### config.mk
export PLATFORM = sky130hd
export DESIGN_NAME = idrt_ctrl
export DESIGN_NICKNAME = d
export VERILOG_FILES = /design/src/hw/rtl/id_relabel_table_unit_macros.svh /design/src/hw/rtl/idrt_pkg.sv /design/src/hw/rtl/idrt_ctrl.sv
export SDC_FILE = /design/constraint.sdc
export NUM_CORES = 1
export LEC_CHECK = 0
export ABC_AREA = 1
export BUFFER_PORTS_ARGS = -buffer_cell sky130_fd_sc_hd__buf_2
export CAP_MARGIN = 15
export CORE_AREA = 2 2 39 41
export DETAILED_ROUTE_END_ITERATION = 6
export DIE_AREA = 0 0 41 43
export GPL_ROUTABILITY_DRIVEN = 0
export REMOVE_ABC_BUFFERS = 1
export SKIP_CTS_REPAIR_TIMING = 1
export SYNTH_ARGS = -nofsm -noshare
export SYNTH_HDL_FRONTEND = slang
export SYNTH_SLANG_ARGS = --single-unit
### constraint.sdc
create_clock -name clk -period 1.2 [get_ports clk]
set_input_delay 0.24 -clock clk [delete_from_list [all_inputs] [get_ports clk]]
set_output_delay 0.24 -clock clk [all_outputs]
set_load 0.05 [all_outputs]
### src/hw/rtl/id_relabel_table_unit_macros.svh
// id_relabel_table_unit_macros.svh: assertion macros shared by the relabel table rtl
// expects signals named clk and rst_n in the module that uses them
`ifndef ID_RELABEL_TABLE_UNIT_MACROS_SVH
`define ID_RELABEL_TABLE_UNIT_MACROS_SVH

// condition holds on every clock edge out of reset
`define IDRT_ASSERT_ALWAYS(lbl, cond, msg) \
  lbl: assert property (@(posedge clk) disable iff (!rst_n) (cond)) else $error(msg);

// consequence holds in the same cycle as the antecedent
`define IDRT_ASSERT_IMP(lbl, ante, cons, msg) \
  lbl: assert property (@(posedge clk) disable iff (!rst_n) (ante) |-> (cons)) \
    else $error(msg);

// consequence holds in the cycle after the antecedent
`define IDRT_ASSERT_NXT(lbl, ante, cons, msg) \
  lbl: assert property (@(posedge clk) disable iff (!rst_n) (ante) |=> (cons)) \
    else $error(msg);

`endif

### src/hw/rtl/idrt_pkg.sv
// idrt_pkg: types and constants of the id relabel table
// no dependencies
`timescale 1ns / 1ps

package idrt_pkg;

  localparam int ID_W  = 16;        // global and local id width
  localparam int CNT_W = 17;        // item count width, holds the full id space
  localparam int LOG_W = ID_W + 1;  // presence bit plus local id

  // operation selector
  typedef enum logic [1:0] {
    FUNC_INSERT = 2'd0,
    FUNC_MAP    = 2'd1,
    FUNC_READ   = 2'd2,
    FUNC_RESET  = 2'd3
  } func_t;

  // controller states
  typedef enum logic [3:0] {
    S_CLEAR,
    S_IDLE,
    S_RD_A,
    S_CHK_A,
    S_CHK_B,
    S_RD_G,
    S_CHK_G,
    S_WALK,
    S_DONE
  } state_t;

  // controller to datapath
  typedef struct packed {
    logic clear;     // one step of the power-up clearing pass
    logic accept;    // capture the input word
    logic chk_a;     // first lookup data is back, insert decision
    logic chk_b;     // second lookup data is back
    logic chk_g;     // reverse read data is back
    logic walk;      // one step of the table reset walk
    logic walk_end;  // walk done, drop the count
    logic load_out;  // move the result into the output register
  } cmd_t;

  // datapath to controller
  typedef struct packed {
    logic  clear_last;  // clearing pass is at its last entry
    logic  walk_more;   // walk still has entries to read
    logic  walk_pend;   // walk read in flight
    logic  out_free;    // output register can take a word this cycle
    func_t func;        // operation of the word in work
  } stat_t;

endpackage

### src/hw/rtl/idrt_ctrl.sv
// idrt_ctrl: sequencing state machine of the relabel table
// depends on idrt_pkg for state, command and status types
`timescale 1ns / 1ps

module idrt_ctrl (
  input  logic             clk,
  input  logic             rst_n,
  input  logic             in_valid,
  input  logic [1:0]       in_func,
  output logic             in_ready,
  input  idrt_pkg::stat_t  stat,
  output idrt_pkg::cmd_t   cmd
);

  idrt_pkg::state_t state_r, state_nxt;
  idrt_pkg::func_t  in_op;

  assign in_op = idrt_pkg::func_t'(in_func);

  // state register
  always_ff @(posedge clk) begin
    if (!rst_n) begin
      state_r <= idrt_pkg::S_CLEAR;
    end else begin
      state_r <= state_nxt;
    end
  end

  // next state
  always_comb begin
    state_nxt = state_r;
    unique case (state_r)
      idrt_pkg::S_CLEAR: begin
        if (stat.clear_last) state_nxt = idrt_pkg::S_IDLE;
      end
      idrt_pkg::S_IDLE: begin
        if (in_valid) begin
          unique case (in_op)
            idrt_pkg::FUNC_INSERT: state_nxt = idrt_pkg::S_RD_A;
            idrt_pkg::FUNC_MAP:    state_nxt = idrt_pkg::S_RD_A;
            idrt_pkg::FUNC_READ:   state_nxt = idrt_pkg::S_RD_G;
            idrt_pkg::FUNC_RESET:  state_nxt = idrt_pkg::S_WALK;
          endcase
        end
      end
      idrt_pkg::S_RD_A: state_nxt = idrt_pkg::S_CHK_A;
      idrt_pkg::S_CHK_A: begin
        state_nxt = (stat.func == idrt_pkg::FUNC_MAP) ? idrt_pkg::S_CHK_B
                                                      : idrt_pkg::S_DONE;
      end
      idrt_pkg::S_CHK_B: state_nxt = idrt_pkg::S_DONE;
      idrt_pkg::S_RD_G:  state_nxt = idrt_pkg::S_CHK_G;
      idrt_pkg::S_CHK_G: state_nxt = idrt_pkg::S_DONE;
      idrt_pkg::S_WALK: begin
        if (!stat.walk_more && !stat.walk_pend) state_nxt = idrt_pkg::S_DONE;
      end
      idrt_pkg::S_DONE: begin
        if (stat.out_free) state_nxt = idrt_pkg::S_IDLE;
      end
      default: state_nxt = idrt_pkg::S_IDLE;
    endcase
  end

  // command outputs
  always_comb begin
    cmd          = '0;
    in_ready     = 1'b0;
    unique case (state_r)
      idrt_pkg::S_CLEAR: cmd.clear = 1'b1;
      idrt_pkg::S_IDLE: begin
        in_ready   = 1'b1;
        cmd.accept = in_valid;
      end
      idrt_pkg::S_RD_A:  ;
      idrt_pkg::S_CHK_A: cmd.chk_a = 1'b1;
      idrt_pkg::S_CHK_B: cmd.chk_b = 1'b1;
      idrt_pkg::S_RD_G:  ;
      idrt_pkg::S_CHK_G: cmd.chk_g = 1'b1;
      idrt_pkg::S_WALK: begin
        cmd.walk     = 1'b1;
        cmd.walk_end = !stat.walk_more && !stat.walk_pend;
      end
      idrt_pkg::S_DONE: cmd.load_out = stat.out_free;
      default: ;
    endcase
  end

endmodule

After elaboration in Yosys (flattened, before gate mapping). Cells that the tools add are included.

Flip-flop bits (word level): 4. Bits of input ports: 11. Output and inout port bits: 9. Logic and storage cells: 40.

Equal/unequal tests: 16. Multiplexer cells: 15. Reductions and logical operators: 8.

Operators by type and width (number): $pmux W4 S8 (1); $mux W4 (5); $eq A4 B3 Y1 const B (4); $pmux W4 S3 (1); $eq A4 B2 Y1 const B (2); $ne A2 B2 Y1 const B (4); $mux W1 (7); $eq A2 B1 Y1 const B (2); $eq A2 B2 Y1 const B (2); $eq A4 B1 Y1 const B (1); $eq A4 B4 Y1 const B (1); $logic_not A4 Y1 (1); $reduce_and A4 Y1 (1); $reduce_or A2 Y1 (2); $logic_not A1 Y1 (2); $logic_not A2 Y1 (1); $mux W2 (1); $logic_and A1 B1 Y1 (1).

Depth between registers and ports, before layout.
Depth after elaboration: 5. Depth in mapped cells: 8. Mapped depth without buffers: 8.

Worst setup path before layout. OpenSTA, ideal clock, no wires.

Kind: register to output. Start point: register state_r[2]. End point: output cmd[1] (netlist name). Arrival time: 1650 ps. Data required time: 960 ps. Path slack: -690 ps. Stages on the path, launching flop included: 5. Buffers on the path: 0. Cell sequence: dfxtp_1 > inv_1 > nor2_4 > inv_1 > nor3_1.

RTL lines: start: declaration (line idrt_ctrl.sv:15) `idrt_pkg::state_t state_r, state_nxt;`; start signal: assignment (line idrt_ctrl.sv:23) `state_r <= idrt_pkg::S_CLEAR;`; start signal: assignment (line idrt_ctrl.sv:25) `state_r <= state_nxt;`; end: declaration (line idrt_ctrl.sv:12) `output idrt_pkg::cmd_t cmd`.

==> flow_summary.yaml <==
run_status:
  status: "complete, but fails checks"
  violations: "negative setup slack"
setup_path:
  path_cells: "nor2_4 -> nand2_2 -> nor2_2 -> buf_6"
  endpoint_kind: "output port"
  cp_data_arrival_time_ps: 1160
  required_ps: 960
  rr_startpoint: "state_r[3]$_SDFFE_PN0P_"
  worstPathMaxFanout: 5
  critPathKind: "reg2out"
  max_stage_delay_ps: 360
  cp_slowest_cell: "dfxtp_4"
  crit_start: "state_r[3]$_SDFFE_PN0P_"
  crit_buf_inv: 1
  cpLargestDelayFamily: "simple AND/OR/NAND/NOR gates"
  cp-start-kind: "register"
global_routing:
  grt.met1_usage_pct: 15.5
  grt_pass1_vias: 421
  grt_max_degree: 8
  use_met2_pct: 21.6
  grt-ovfl-total: 0
  grtUsageTotal_pct: 13.6
  grt.busiest_layer: "met2"
  grt_pass1_wl_um: 1610
  grt_util_met3_pct: 4.71
  antenna_found_initial: 0
sta:
  drv_slew: 0
  maxSlewHeadroom_pct: 87.4
  tightest_slew_ps: 188
  fin_crit_ps: 1400
  setup_slack_ps: -205
  grt_setup_unrepaired: "true"
  fin_worst_skew_ps: 2.37
  final.period_utilization_pct: 117
  setup_viol: 13
  max_freq_mhz: 712
  hold_viol_final: 0
synth:
  post-synth-top-count-cell: "nand2_1"
  synth_area_um2: 407
  synthTopCellsByArea: "dfxtp_1 20%, nand2_1 19%, inv_1 16%"
  synth_cells: 78
  synth.distinct_cells: 15
  seq_area_frac_synth_pct: 19.7
  ys_ff_latch: 4
  yosysTopAreaCell: "dfxtp_1"
  syn_area_per_cell_um2: 5.21
  synth_edf_count: 0
  synth_top_area_share_pct: 19.7
  ys_async_sr_fraction_pct: 0
  synth_common_cells: "21 x nand2_1, 17 x inv_1, 17 x nor2_1"
  ys.flop_type: "dfxtp_1"
  yosys_warnings: 0
clocking:
  clk_path_buf_depth: 2
  cts_max_level: 1
  cts_tree: "built"
  clock_latency_ps: 230
  clock-root-buffer: "clkbuf_4"
  clock_sinks: 4
  clk_pin_slew_ps: 40
  cts_buffers: 3
drt:
  avgRoutedWirePerCell_um: 9.66
  drc: 0
  avgViaCountPerCell: 4.40
  drt-initial-drc-count: 3
  ant_nets: 0
  dr.pass1.iters: 4
  routed_wl_um: 1170
  num_vias: 533
finish:
  largest_reg_flops: 4
  fin_nets: 118
  drive_above_1_share_pct: 55.2
  largest_register: "state_r"
  final_core_util_pct: 52.4
  diodes: 0
  syn2layout_area_growth_pct: 78.2
  reg_top3: "state_r (4)"
placement:
  place_ws_ps: -119
  io_buffer_count: 19
  dpl.hpwl_um: 864
floorplanning:
  start_util_pct: 29.4
  die_h_um: 43
  core_area_mm2: 0.00138
  dieArea_mm2: 0.00176
  boundaryPins: 20
  fp.dieW_um: 41
  num_rows: 14
flow_run:
  maxCapViolations: 0
pwr:
  ir_drop_mv: 1.10
  powerDensity_mw_per_mm2: 2860
  power_mw: 2.07
  leakagePower_nw: 0.414
worst_hold_path:
  hp-start: "rst_n"
  hp-class: "in2reg"
cells in the final DEF, fill, tap and decap left out, types with 5 or more instances in the layout:
| cell type | Yosys | layout |
|---|---|---|
| nand2_2 | 0 | 5 |
| nand2_1 | 21 | 16 |
| buf_4 | 0 | 5 |
| nor2_1 | 17 | 11 |
| nor2_2 | 4 | 6 |
| inv_2 | 1 | 5 |
| buf_2 | 0 | 10 |
| buf_6 | 0 | 6 |
| inv_1 | 17 | 12 |
| nor2_4 | 1 | 5 |
worst register-to-register path, delay by kind of cell (launching register included):
| family | cells | cell delay (ps) |
|---|---|---|
| AND/OR/NAND/NOR | 7 | 590 |
| buffers and inverters | 2 | 270 |
| flip-flops | 1 | 380 |
power by group:
| group | switching [mW] | internal, mW | total, mW |
|---|---|---|---|
| Sequential | 0.111 | 0.221 | 0.332 |
| Combinational | 0.958 | 0.618 | 1.58 |
| Clock | 0.0505 | 0.112 | 0.162 |
| Total | 1.12 | 0.950 | 2.07 |
metal layers:
layer | up-vias | share of wire (%) | wire length (um)
li1 | 287 | - | -
met1 | 231 | 40 | 463
met2 | 11 | 56 | 656
met3 | 4 | 2.1 | 24
met4 | 0 | 2.1 | 24
met5 | - | 0 | 0
area by class of cell:
type | count | area, um^2
sequential | 4 | 95.1
clock buffer | 3 | 22.5
inverter | 19 | 75.1
fill | 132 | 659
multi-input combinational | 55 | 312
tap | 16 | 20.0
timing repair buffer | 24 | 200
final timing paths:
| check | slack [ps] | to | cells past startpoint |
|---|---|---|---|
| setup / recovery | -200 | cmd[6] | 4 |
| setup reg to reg | -140 | state_r[0]$_SDFFE_PN0P_ | 9 |
| hold / removal | 270 | state_r[2]$_SDFFE_PN0P_ | 3 |
| hold reg to reg | 540 | state_r[0]$_SDFFE_PN0P_ | 2 |
metrics by stage:
stage / instance area [um^2] / hold WS [ps] / cells / setup TNS [ps]
floorplan: 407 / 360 / 78 / -3020
global placement: 552 / 517 / 117 / -599
detailed placement: 552 / 518 / 117 / -794
CTS: 574 / 273 / 120 / -3060
global route: 724 / 267 / 121 / -2720
finish: 724 / 269 / 121 / -1800
kinds of logic (layout without fill, tap and decap cells):
kind of cell / Yosys count / count (layout) / synth area share [%]
AOI/OAI and AO/OA: 3 / 3 / 4.31
DFF: 4 / 4 / 19.7
and+or+nand+nor: 52 / 52 / 58.2
buffers and inverters: 19 / 46 / 17.8
Note: power is estimated with default switching activity, not from simulation.
